**config.mk**
```make
export PLATFORM = sky130hd
export DESIGN_NAME = debounced_buttons_with_autorepeat
export DESIGN_NICKNAME = d
export VERILOG_FILES = /design/src/sv/dbtn_pkg.sv /design/src/sv/debounced_buttons_with_autorepeat.sv /design/src/sv/dbtn_core.sv
export SDC_FILE = /design/constraint.sdc
export NUM_CORES = 1
export LEC_CHECK = 0
export CAP_MARGIN = 20
export CORE_MARGIN = 4
export CORE_UTILIZATION = 40
export DETAILED_ROUTE_END_ITERATION = 7
export DONT_BUFFER_PORTS = 1
export GPL_ROUTABILITY_DRIVEN = 0
export PLACE_DENSITY_LB_ADDON = 0.12
export RECOVER_POWER = 50
export SLEW_MARGIN = 20
export SYNTH_ARGS = -nofsm -noshare
export SYNTH_HDL_FRONTEND = slang
export SYNTH_SLANG_ARGS = --single-unit
```
**constraint.sdc**
```tcl
create_clock -name clk -period 6.01 [get_ports clk]
set_input_delay 1.202 -clock clk [delete_from_list [all_inputs] [get_ports clk]]
set_output_delay 1.202 -clock clk [all_outputs]
set_load 0.05 [all_outputs]
```
**src/sv/dbtn_pkg.sv**
```systemverilog
// Shared types and constants for the debounced button reader.
// Event codes, configuration register indexes and reset values.
// No dependencies.
package dbtn_pkg;

  localparam int unsigned BTN_BITS = 4;
  localparam int unsigned NOW_BITS = 32;
  localparam int unsigned CFG_BITS = 16;
  localparam int unsigned CFG_INDEX_BITS = 1;

  typedef logic [BTN_BITS-1:0] btn_t;
  typedef logic [CFG_BITS-1:0] cfg_t;
  typedef logic [CFG_INDEX_BITS-1:0] cfg_index_t;

  typedef enum logic [2:0] {
    EV_NONE    = 3'd0,
    EV_LEFT    = 3'd1,
    EV_RIGHT   = 3'd2,
    EV_ROTATE  = 3'd3,
    EV_DOWN    = 3'd4,
    EV_RESTART = 3'd5
  } event_t;

  localparam cfg_index_t REG_DEBOUNCE = 1'd0;
  localparam cfg_index_t REG_REPEAT   = 1'd1;

  localparam cfg_t DEBOUNCE_RESET = 16'd40;
  localparam cfg_t REPEAT_RESET   = 16'd180;

  localparam int unsigned BTN_LEFT   = 0;
  localparam int unsigned BTN_RIGHT  = 1;
  localparam int unsigned BTN_ROTATE = 2;
  localparam int unsigned BTN_DOWN   = 3;

endpackage

```
**src/sv/debounced_buttons_with_autorepeat.sv**
```systemverilog
// Top level of the debounced button reader with restart combo and auto-repeat.
// Holds the sample register, result register and configuration registers.
// Depends on dbtn_pkg and dbtn_core.
//
// Usage:
//   Poll channel (poll_valid/poll_stall) carries one word per poll: the raw
//   button levels and the current millisecond time. Event channel
//   (event_valid/event_stall) returns exactly one event code per poll, in order.
//   event_valid rises once a poll has passed the sample and result registers;
//   one poll is taken every cycle unless poll_stall is high.
//   A stalled event word holds in the result register while the sample
//   register still takes one more poll; poll_stall rises only when both
//   are full and the receiver stalls.
//   Configuration writes (cfg_write, cfg_index, cfg_data) land at the clock
//   edge; index 0 is the debounce time, index 1 the repeat interval.
//   Write them only while no poll is in flight.
//   Reset clears all button state and times, empties both registers and
//   loads a 40 ms debounce and a 180 ms repeat interval.
module debounced_buttons_with_autorepeat #(
  parameter int unsigned TIME_BITS = 32
) (
  input  logic                          clk,
  input  logic                          rst,
  input  logic                          poll_valid,
  output logic                          poll_stall,
  input  logic [3:0]                    raw_buttons,
  input  logic [dbtn_pkg::NOW_BITS-1:0] now_ms,
  output logic                          event_valid,
  input  logic                          event_stall,
  output logic [2:0]                    event_code,
  input  logic                          cfg_write,
  input  dbtn_pkg::cfg_index_t          cfg_index,
  input  dbtn_pkg::cfg_t                cfg_data
);

  dbtn_pkg::cfg_t                settle_limit;
  dbtn_pkg::cfg_t                repeat_ms;
  logic                          sample_full;
  dbtn_pkg::btn_t                sample_raw;
  logic [dbtn_pkg::NOW_BITS-1:0] sample_now;
  logic                          advance;
  logic                          accept;
  logic                          step;
  dbtn_pkg::event_t              code;

  assign advance    = !event_valid || !event_stall;
  assign poll_stall = sample_full && !advance;
  assign accept     = poll_valid && !poll_stall;
  assign step       = sample_full && advance;

  always_ff @(posedge clk) begin
    if (rst) begin
      settle_limit <= dbtn_pkg::DEBOUNCE_RESET;
      repeat_ms    <= dbtn_pkg::REPEAT_RESET;
    end else if (cfg_write) begin
      case (cfg_index)
        dbtn_pkg::REG_DEBOUNCE: begin
          settle_limit <= cfg_data;
        end
        dbtn_pkg::REG_REPEAT: begin
          repeat_ms <= cfg_data;
        end
        default: begin
          settle_limit <= settle_limit;
        end
      endcase
    end
  end

  always_ff @(posedge clk) begin
    if (rst) begin
      sample_full <= 1'b0;
      event_valid <= 1'b0;
    end else begin
      if (accept) begin
        sample_full <= 1'b1;
      end else if (advance) begin
        sample_full <= 1'b0;
      end
      if (advance) begin
        event_valid <= sample_full;
      end
    end
  end

  always_ff @(posedge clk) begin
    if (accept) begin
      sample_raw <= raw_buttons;
      sample_now <= now_ms;
    end
    if (step) begin
      event_code <= code;
    end
  end

  dbtn_core #(
    .TIME_BITS(TIME_BITS)
  ) u_core (
    .clk          (clk),
    .rst          (rst),
    .step         (step),
    .raw          (sample_raw),
    .now          (sample_now),
    .settle_limit (settle_limit),
    .repeat_ms    (repeat_ms),
    .code         (code)
  );

endmodule

```
**src/sv/dbtn_core.sv**
```systemverilog
// Debounce state, edge detection, restart combo and down auto-repeat.
// Computes one event per step from the registered sample and updates state.
// Depends on dbtn_pkg.
module dbtn_core #(
  parameter int unsigned TIME_BITS = 32
) (
  input  logic                            clk,
  input  logic                            rst,
  input  logic                            step,
  input  dbtn_pkg::btn_t                  raw,
  input  logic [dbtn_pkg::NOW_BITS-1:0]   now,
  input  dbtn_pkg::cfg_t                  settle_limit,
  input  dbtn_pkg::cfg_t                  repeat_ms,
  output dbtn_pkg::event_t                code
);

  dbtn_pkg::btn_t       last_raw;
  dbtn_pkg::btn_t       stable_buttons;
  logic [TIME_BITS-1:0] change_time;
  logic [TIME_BITS-1:0] down_repeat_time;
  logic                 combo_latched;

  dbtn_pkg::btn_t       stable_next;
  dbtn_pkg::btn_t       edges;
  logic [TIME_BITS-1:0] now_t;
  logic [TIME_BITS-1:0] change_time_next;
  logic [TIME_BITS-1:0] settle_elapsed;
  logic [TIME_BITS-1:0] repeat_elapsed;
  logic [TIME_BITS-1:0] down_repeat_time_next;
  logic                 combo_latched_next;

  assign now_t            = TIME_BITS'({32'd0, now});
  assign change_time_next = (raw != last_raw) ? now_t : change_time;
  assign settle_elapsed   = now_t - change_time_next;
  assign repeat_elapsed   = now_t - down_repeat_time;

  always_comb begin
    stable_next = stable_buttons;
    if (settle_elapsed >= TIME_BITS'(settle_limit)) begin
      stable_next = raw;
    end
    edges = stable_next & ~stable_buttons;
    code = dbtn_pkg::EV_NONE;
    combo_latched_next = 1'b0;
    down_repeat_time_next = down_repeat_time;
    if (stable_next[dbtn_pkg::BTN_ROTATE] && stable_next[dbtn_pkg::BTN_DOWN]) begin
      combo_latched_next = 1'b1;
      if (!combo_latched) begin
        code = dbtn_pkg::EV_RESTART;
      end
    end else if (edges[dbtn_pkg::BTN_LEFT]) begin
      code = dbtn_pkg::EV_LEFT;
    end else if (edges[dbtn_pkg::BTN_RIGHT]) begin
      code = dbtn_pkg::EV_RIGHT;
    end else if (edges[dbtn_pkg::BTN_ROTATE]) begin
      code = dbtn_pkg::EV_ROTATE;
    end else if (edges[dbtn_pkg::BTN_DOWN] ||
                 (stable_next[dbtn_pkg::BTN_DOWN] &&
                  repeat_elapsed >= TIME_BITS'(repeat_ms))) begin
      code = dbtn_pkg::EV_DOWN;
      down_repeat_time_next = now_t;
    end
  end

  always_ff @(posedge clk) begin
    if (rst) begin
      last_raw         <= '0;
      stable_buttons   <= '0;
      change_time      <= '0;
      down_repeat_time <= '0;
      combo_latched    <= 1'b0;
    end else if (step) begin
      last_raw         <= raw;
      stable_buttons   <= stable_next;
      change_time      <= change_time_next;
      down_repeat_time <= down_repeat_time_next;
      combo_latched    <= combo_latched_next;
    end
  end

endmodule

```
==> results.yml, run 1 <==
status:
  status: "finished, violations left"
  violations: "max-capacitance violations, max-slew violations"
worst_setup_path:
  cp.arrival_ns: 6.09
  worst_path_max_delay_cell: "or4b_2"
  regToRegStartpoint: "sample_raw[2]"
  cp_slowest_stage_delay_ns: 0.65
  startpoint: "sample_raw[2]"
  required_ns: 6.34
  crit_path_start_kind: "flop"
  crit_top_cell: "buf_4"
  worst-setup-path-type: "flop to flop"
  cp-end-kind: "flop"
  cp_max_fo: 32
sta:
  slew_headroom_pct: -120
  fmax_mhz: 174
  fin_skew_ns: 0.0137
  holdWs_ns: 0.448
  tightestPinTransition_ns: 3.29
  hold_violations: 0
  fin_crit_sh_pct: 95.8
  slew_violations: 37
  timing.final.setup_violations: 0
  finalCriticalPeriod_ns: 5.76
logic_synthesis:
  synth_area_leaders: "dfxtp_1 (20%), edfxtp_1 (11%), ha_1 (9.8%)"
  ys_types: 85
  synth_edf_count: 39
  syn_nets: 1441
  netlist_area_um2: 10800
  yosysTopAreaCell: "dfxtp_1"
  synthArstFlopShare_pct: 0
  synth_commonest_cells: "nand2_1 (191), a21oi_1 (127), dfxtp_1 (107), ha_1 (84), inv_1 (82)"
  synth_cells: 1298
  synth_area_per_cell_um2: 8.30
  synth_most_common_cell: "nand2_1"
  ys.flop_type: "dfxtp_1"
  seq_area_frac_synth_pct: 30.8
  ys_seq_elements: 146
  yosys_warnings: 0
  synthDominantCellAreaShare_pct: 19.9
floorplanning:
  initial_utilization_pct: 41.0
  die_x_um: 172
  core_um2: 26300
  dieHeight_um: 172
  die-area_um2: 29600
  fp-row-count: 59
  io_pins: 63
clock_tree:
  clkTransAtPathRegs_ns: 0.06
  cts.path.max_buffers: 2
  cts_hold_buffers: 0
  cts.sinks: 146
  htree_levels: 4
  tritoncts: "yes"
  insertion_delay_ns: 0.42
  root_buffer: "clkbuf_16"
  cts_buffers: 17
route:
  drc: 0
  drt_pre_antenna_iters: 5
  via_per_inst: 5.80
  vias: 9512
  drtIter0Drc: 695
  finalWirelength_mm: 30.7
  antenna_left: 0
  wl_per_cell_um: 18.7
global_route:
  grt_pass1_vias: 8947
  antenna_found_initial: 3
  grt_overflow_total: 0
  grt_pass1_wl_mm: 48.4
  track_usage_pct: 20.6
  grt_max_degree: 140
pwr:
  combPwrFrac_pct: 25.1
  p_per_area_nw_per_um2: 239
  power_switching_uw: 889
  clkPwrFrac_pct: 35.8
  p_leak_uw: 0.00464
  power.internal_uw: 1950
  vdd_drop_max_uv: 143
  fin_total_pwr_uw: 2840
  seqPwrFrac_pct: 39.1
  sw_frac_of_total_pct: 31.3
worst_hold_path:
  min_from: "u_core.change_time[16]"
  hold_class: "flop to flop"
flow_run:
  cap_violations: 1
placement:
  io_buffers: 0
  dp_hpwl_mm: 23.6
cells_and_area:
  fillers: 2605
  syn2layout_area_growth_pct: 10.3
  drive_above_1_share_pct: 10.5
  fin_nets: 1432
-- placed cells by master, fill, tap and decap left out, types with 30 or more instances in the layout --
| cell | count |
|---|---|
| nand2_1 | 191 |
| a21oi_1 | 126 |
| dfxtp_1 | 107 |
| inv_1 | 82 |
| ha_1 | 82 |
| nor2_1 | 78 |
| edfxtp_1 | 39 |
| o21ai_0 | 38 |
| buf_4 | 32 |
| o31ai_2 | 30 |
-- registers in the layout, summed over array words and instances (netlist names), 3 cells and up --
name                     flops
u_core.change_time          32
sample_raw                   4
event_code                   3
settle_limit                16
u_core.last_raw              4
repeat_ms                   16
sample_now                  32
u_core.down_repeat_time     32
u_core.stable_buttons        4
-- per-layer routing --
| metal | global-route usage (%) | up-vias | part of all wire [%] |
|---|---|---|---|
| li1 | - | 4719 | - |
| met1 | 30.8 | 4536 | 50 |
| met2 | 30.9 | 223 | 44 |
| met3 | 2.40 | 34 | 4.2 |
| met4 | 6.53 | 0 | 1.9 |
| met5 | 0 | - | 0 |
-- stage by stage --
| stage | util [%] | setup slack, ns | TNS, ns | area, µm² | cells |
|---|---|---|---|---|---|
| detailed placement | 42.4 | 0.0736 | 0 | 11100 | 1599 |
| global placement | 42.4 | 0.191 | 0 | 11100 | 1599 |
| floorplan | - | 0.0207 | 0 | 10800 | 1298 |
| CTS | 44.5 | 0.0663 | 0 | 11700 | 1630 |
| finish | 45.2 | 0.251 | 0 | 11900 | 1640 |
| global route | 45.2 | -0.00482 | -0.00482 | 11900 | 1639 |
-- critical path, delay by kind of cell (launching register included) --
kind	cells	cell delay [ns]
XOR/XNOR	2	0.36
adder cells (fa/ha/maj)	2	0.52
flip-flops	1	0.43
buffers and inverters	3	0.42
AND/OR/NAND/NOR	12	2.87
multiplexers	1	0.24
AO/OA/AOI/OAI	6	0.81
-- worst paths after layout --
check	depth (start not counted)	end	slack [ns]
worst max-delay path	26	u_core.down_repeat_time[1]	0.25
worst max register to register	26	u_core.down_repeat_time[1]	0.25
worst min-delay path	2	u_core.change_time[16]	0.45
worst min register to register	2	u_core.change_time[16]	0.45
-- timing repair --
| action | in CTS | in global routing |
|---|---|---|
| endpoints found under the setup margin | 0 | 33 |
| resized for setup | 0 | 23 |
| buffers inserted | 0 | 5 |
-- cell type report --
type / count / area, µm² / share of cell area, %
Tap cell: 335 / 419 / 3.53
Sequential cell: 146 / 3310 / 27.9
Clock inverter: 10 / 83.8 / 0.705
Clock buffer: 21 / 472 / 3.97
Inverter: 83 / 312 / 2.62
Antenna cell: 4 / 10.0 / 0.0842
Multi-Input combinational cell: 1004 / 6940 / 58.4
Timing Repair Buffer: 37 / 337 / 2.83
-- power by group through the flow --
stage          Combinational (µW)  Clock (µW)  Sequential (µW)
5_1_grt                       791        1080             1110
4_1_cts                       688        1040             1110
6_report                      712        1020             1110
2_1_floorplan                 529           0             1110
3_3_place_gp                  683           0             1130
3_5_place_dp                  685           0             1130
-- cell families (layout without fill, tap and decap cells) --
| kind of cell | Yosys count | in the layout | share of synthesized area (%) |
|---|---|---|---|
| other | 0 | 4 | 0 |
| DFF | 146 | 146 | 30.8 |
| xor gates and xnor gates | 45 | 45 | 3.66 |
| muxes | 31 | 31 | 3.02 |
| buffers and inverters | 148 | 151 | 5.77 |
| adders and majority gates | 86 | 86 | 10.0 |
| AOI/OAI and AO/OA | 378 | 378 | 24.8 |
| and+or+nand+nor | 464 | 464 | 21.9 |
(Power assumes the default switching activity.)
==> run 2: changes to the inputs <==
--- a/config.mk
+++ b/config.mk
@@ -6,7 +6,7 @@
 export NUM_CORES = 1
 export LEC_CHECK = 0
 export CAP_MARGIN = 20
-export CORE_MARGIN = 4
+export CORE_MARGIN = 5
 export CORE_UTILIZATION = 40
 export DETAILED_ROUTE_END_ITERATION = 7
 export DONT_BUFFER_PORTS = 1
==> constraint.sdc (replaced) <==
create_clock -name clk -period 6.01 [get_ports clk]
set_input_delay 1.5025 -clock clk [delete_from_list [all_inputs] [get_ports clk]]
set_output_delay 1.5025 -clock clk [all_outputs]
set_load 0.05 [all_outputs]
==> results.yml, run 2 (synthesized netlist as in run 1, its figures left out) <==
placement:
  post-place-cells: 1607
  io_buffers: 0
  pre_cts_slack_ns: 0.103
  post_dp_cell_area_um2: 11200
  dp_hpwl_mm: 23.8
pwr:
  vdd_drop_max_uv: 179
  p_leak_uw: 0.00463
  p_per_area_nw_per_um2: 242
clock_tree:
  cts_buffers: 17
  root_buffer: "clkbuf_16"
  clkTransAtPathRegs_ns: 0.06
  cts.path.max_buffers: 2
  insertion_delay_ns: 0.42
  tritoncts: "yes"
  cts.sinks: 146
  htree_levels: 4
cells_and_area:
  post-route-util_pct: 44.4
  drive_above_1_share_pct: 10.7
  instances_no_fill: 1643
  syn2layout_area_growth_pct: 10.2
  fillers: 2680
  final_cell_mix: "nand2_1 (191), a21oi_1 (126), dfxtp_1 (107)"
  antenna_cells: 0
  final_area_um2: 11900
  final_common_cell: "nand2_1"
  reg_top3: "sample_now x32, u_core.change_time x32, u_core.down_repeat_time x32"
  fin_nets: 1432
sta:
  tightestPinTransition_ns: 1.19
  fin_crit_sh_pct: 97.0
  hold_violations: 0
  finalCriticalPeriod_ns: 5.83
  holdWs_ns: 0.449
  slew_violations: 0
  fin_skew_ns: 0.0132
  fmax_mhz: 172
  finalWorstSetupSlack_ns: 0.181
  slew_headroom_pct: 20.8
  timing.final.setup_violations: 0
global_route:
  grt_pass1_wl_mm: 48.9
  antenna_found_initial: 0
  track_usage_pct: 19.8
  grt_overflow_total: 0
  grt_max_degree: 140
  grt_pass1_vias: 8846
floorplanning:
  core_um2: 26700
  die_x_um: 174
  io_pins: 63
  dieHeight_um: 174
  die-area_um2: 30300
  fp-row-count: 60
  initial_utilization_pct: 40.3
status:
  status: "finished clean"
worst_setup_path:
  timing.rr.end: "u_core.down_repeat_time[1]"
  cp.arrival_ns: 6.16
  required_ns: 6.34
  regToRegStartpoint: "sample_raw[0]"
  rr_worst_depth: 26
  worst-setup-path-type: "flop to flop"
  cp_max_fo: 17
  rrSetupSlack_ns: 0.18
  crit_path_start_kind: "flop"
  cp-end-kind: "flop"
route:
  via_per_inst: 5.75
  drtIter0Drc: 702
  antenna_left: 0
  highest_layer: "met4"
  wl_met1_mm: 15.3
  wl_met3_mm: 1.11
  vias: 9447
  finalWirelength_mm: 30.7
  wl_met2_mm: 14.0
  drc: 0
  drt_pre_antenna_iters: 6
  wl_per_cell_um: 18.7
worst_hold_path:
  min_delay_path_depth: 2
  hold_class: "flop to flop"
  hold_path_end: "u_core.change_time[20]"
  min_from: "u_core.change_time[20]"
flow_run:
  cap_violations: 0
-- run 2: worst max path at each step --
stage | end | cells after the start | startpoint | slack [ns]
floorplan | u_core.down_repeat_time[1] | 29 | sample_raw[2] | 0.02
global placement | u_core.down_repeat_time[1] | 26 | sample_raw[0] | 0.25
detailed placement | u_core.down_repeat_time[1] | 26 | sample_raw[0] | 0.10
CTS | u_core.down_repeat_time[1] | 26 | sample_raw[0] | 0.09
global route | u_core.down_repeat_time[1] | 26 | sample_raw[0] | -0.04
finish | u_core.down_repeat_time[1] | 26 | sample_raw[0] | 0.18
-- run 2: where the power goes --
group          switching (µW)  internal (µW)  total [µW]
sequential               51.8           1060        1110
combinational             425            292         717
clock                     436            615        1050
total                     913           1960        2880
-- run 2: through the flow --
| step | setup TNS [ns] | power [µW] |
|---|---|---|
| CTS | 0 | 2870 |
| finish | 0 | 2880 |
| detailed placement | 0 | 1820 |
| global route | -0.0353 | 3020 |
| floorplan | 0 | 1640 |
| global placement | 0 | 1820 |
-- run 2: timing repair --
action | CTS | global route
setup endpoints to repair | 0 | 32
setup buffers | 0 | 3
resized for setup | 0 | 20
endpoints found under the hold margin | 0 | 0
hold buffers | 0 | 0
-- run 2: critical path, stage by stage (launching register included) --
cell and delay, ns:
edfxtp_1 0.46, xnor2_2 0.23, and4_4 0.28, nand2_1 0.08
o21ai_2 0.06, ha_2 0.19, inv_1 0.07, ha_4 0.18
a211oi_2 0.23, a32oi_2 0.16, a32oi_2 0.26, o21a_1 0.18
xnor2_1 0.14, ha_2 0.31, o21ai_2 0.12, nor2_1 0.06
a211oi_1 0.20, o221ai_1 0.17, or4_1 0.45, nor4_2 0.15
nand4_1 0.17, nor4_4 0.33, nand4_4 0.17, mux2i_4 0.24
buf_8 0.16, or4b_2 0.64, o31ai_2 0.07
-- run 2: area by class of cell --
class,count,area [µm²],share of cell area (%)
multi-input combinational,1004,6920,58.3
sequential,146,3310,27.9
clock buffer,20,469,3.95
tap,341,427,3.59
inverter,83,312,2.62
timing repair buffer,37,310,2.61
clock inverter,12,120,1.01
-- run 2: per-layer routing --
metal | up-vias | track usage [%]
li1 | 4725 | -
met1 | 4505 | 29.7
met2 | 192 | 31.0
met3 | 25 | 1.91
met4 | 0 | 4.12
met5 | - | 0
==> run 3: changes to the inputs <==
--- a/config.mk
+++ b/config.mk
@@ -5,6 +5,7 @@
 export SDC_FILE = /design/constraint.sdc
 export NUM_CORES = 1
 export LEC_CHECK = 0
+export ABC_CLOCK_PERIOD_IN_PS = 6010
 export CAP_MARGIN = 20
 export CORE_MARGIN = 5
 export CORE_UTILIZATION = 40
@@ -16,4 +17,5 @@
 export SLEW_MARGIN = 20
 export SYNTH_ARGS = -nofsm -noshare
 export SYNTH_HDL_FRONTEND = slang
+export SYNTH_HIERARCHICAL = 1
 export SYNTH_SLANG_ARGS = --single-unit
==> results.yml, run 3 <==
cells_and_area:
  fillers: 2748
  drive_above_1_share_pct: 11.8
  reg_top3: "sample_now x32, u_core/change_time x32, u_core/down_repeat_time x32"
  final_common_cell: "nand2b_1"
  fin_nets: 1511
  antenna_cells: 0
  final_cell_mix: "nand2b_1 (123), dfxtp_1 (107), a21oi_1 (104)"
  post-route-util_pct: 46.2
  final_area_um2: 12900
  syn2layout_area_growth_pct: 13.6
logic_synthesis:
  synth_area_leaders: "dfxtp_1 (19%), edfxtp_1 (10%), ha_1 (9.3%)"
  synth_most_common_cell: "nand2b_1"
  synthArstFlopShare_pct: 0
  ys_seq_elements: 146
  synth_commonest_cells: "nand2b_1 (125), dfxtp_1 (107), a21oi_1 (104), mux2i_1 (95), nand2_1 (90)"
  netlist_area_um2: 11300
  seq_area_frac_synth_pct: 29.3
  synth_area_per_cell_um2: 8.45
  ys_types: 87
  synthDominantCellAreaShare_pct: 18.9
  synth_edf_count: 39
  syn_nets: 1483
  yosysTopAreaCell: "dfxtp_1"
  synth_cells: 1340
  ys.flop_type: "dfxtp_1"
  yosys_warnings: 6
route:
  highest_layer: "met5"
  wl_met1_mm: 16.6
  vias: 9840
  drc: 0
  via_per_inst: 5.59
  finalWirelength_mm: 32.7
  drtIter0Drc: 663
  wl_met2_mm: 14.7
  drt_pre_antenna_iters: 5
  antenna_left: 0
  wl_per_cell_um: 18.6
  wl_met3_um: 889
worst_setup_path:
  cp_max_fo: 7
  cp-end-kind: "flop"
  crit_path_start_kind: "flop"
  worst-setup-path-type: "flop to flop"
  cp.arrival_ns: 6.18
  required_ns: 6.35
pwr:
  clkPwrFrac_pct: 35.4
  fin_total_pwr_uw: 2950
  power.internal_uw: 1980
  p_leak_uw: 0.00487
  p_per_area_nw_per_um2: 229
  vdd_drop_max_uv: 196
  seqPwrFrac_pct: 37.7
  power_switching_uw: 969
  sw_frac_of_total_pct: 32.9
  combPwrFrac_pct: 26.9
global_route:
  grt_overflow_total: 0
  antenna_found_initial: 2
  grt_pass1_wl_mm: 51.0
  grt_pass1_vias: 9216
  track_usage_pct: 20.3
  grt_max_degree: 156
status:
  violations: "max-capacitance violations, max-slew violations"
  status: "finished, violations left"
floorplanning:
  core_um2: 27900
  die-area_um2: 31800
  io_pins: 63
  die_x_um: 178
  fp-row-count: 61
  dieHeight_um: 178
  initial_utilization_pct: 40.6
clock_tree:
  cts.path.max_buffers: 2
  clkTransAtPathRegs_ns: 0.07
  tritoncts: "yes"
  root_buffer: "clkbuf_16"
  cts_hold_buffers: 0
  htree_levels: 4
  cts.sinks: 146
  cts_buffers: 17
  insertion_delay_ns: 0.42
sta:
  tightestPinTransition_ns: 2.60
  fin_skew_ns: 0.0158
  slew_violations: 58
  timing.final.setup_violations: 0
  finalCriticalPeriod_ns: 5.84
  fin_crit_sh_pct: 97.2
  slew_headroom_pct: -73.3
  holdWs_ns: 0.462
  finalSetupTns_ns: 0
  rsz0062_at_grt: "true"
  hold_violations: 0
  fmax_mhz: 171
placement:
  post_dp_cell_area_um2: 12000
  io_buffers: 0
  dp_hpwl_mm: 25.4
flow_run:
  cap_violations: 1
worst_hold_path:
  hold_class: "flop to flop"
[run 3: cell count changes after synthesis, sizes merged, moves of 8 or more]
cell	change
nand3	+12
mux2i	+66
or4b	-27
o31ai	-37
nand4	+8
a211oi	+9
nand2b	+100
o21ai	+17
a21oi	-22
nand2	-100
xnor2	+8
[run 3: timing repair]
item / CTS / global route
cloned: 2 / 1
endpoints found under the setup margin: 32 / 32
pin swaps: 19 / 8
resized for setup: 19 / 5
setup buffers: 9 / 6
[run 3: path summary, 6_finish.rpt]
path,startpoint,endpoint,slack [ns],depth (start not counted)
setup / recovery,sample_raw[0],u_core/down_repeat_time[21],0.17,27
hold / removal,repeat_ms[7],repeat_ms[7],0.46,1
setup reg to reg,sample_raw[0],u_core/down_repeat_time[21],0.17,27
hold reg to reg,repeat_ms[7],repeat_ms[7],0.46,1
[run 3: power groups by stage]
stage	combinational [µW]	sequential, µW	clock [µW]
after floorplan	565	1110	0
after global placement	758	1130	0
after detailed placement	759	1130	0
after CTS	780	1110	1070
after global routing	874	1120	1110
final	795	1110	1040
[run 3: final cells by class]
type | count | area (µm²) | area share (%)
inverters | 83 | 312 | 2.42
multi-input cells | 1045 | 7530 | 58.5
clock inverters | 15 | 145 | 1.13
well taps | 378 | 473 | 3.68
clock buffers | 17 | 425 | 3.31
repair buffers | 75 | 664 | 5.16
flip-flops and latches | 146 | 3310 | 25.8
[run 3: cells by family after synthesis]
kind of cell / synth area share (%)
flip-flops: 29.3
buffers and inverters: 5.71
XOR/XNOR: 3.89
AO/OA/AOI/OAI: 19.9
multiplexers: 8.80
adder cells (fa/ha/maj): 9.82
AND/OR/NAND/NOR: 22.6
[run 3: per-layer routing]
layer,global-route usage [%],vias up
met5,0,-
met3,2.48,32
met1,29.8,4701
met2,32.0,176
li1,-,4927
met4,4.51,4
[run 3: metrics by stage]
| step | setup slack [ns] | cells |
|---|---|---|
| floorplan | -0.217 | 1340 |
| global placement | 0.0136 | 1710 |
| detailed placement | -0.112 | 1710 |
| CTS | 0.000904 | 1752 |
| global route | -0.132 | 1759 |
| finish | 0.165 | 1759 |
[run 3: worst max-delay path, stage by stage, from the launching register on]
cell	delay (ns)
edfxtp_1	0.43
xnor2_2	0.22
and4_4	0.30
o21ai_4	0.08
ha_4	0.19
nand2b_4	0.15
a211oi_4	0.21
o211ai_1	0.16
o21bai_4	0.22
nand2b_4	0.15
o21ai_2	0.14
xnor2_1	0.14
o21ai_1	0.08
ha_1	0.35
nand2_1	0.09
nor2_1	0.05
a211oi_2	0.17
o22a_1	0.15
nand4_1	0.09
or4_1	0.43
or4_1	0.48
or4_4	0.44
nor4_4	0.14
buf_4	0.18
mux2i_4	0.28
buf_6	0.16
buf_12	0.13
mux2i_1	0.18
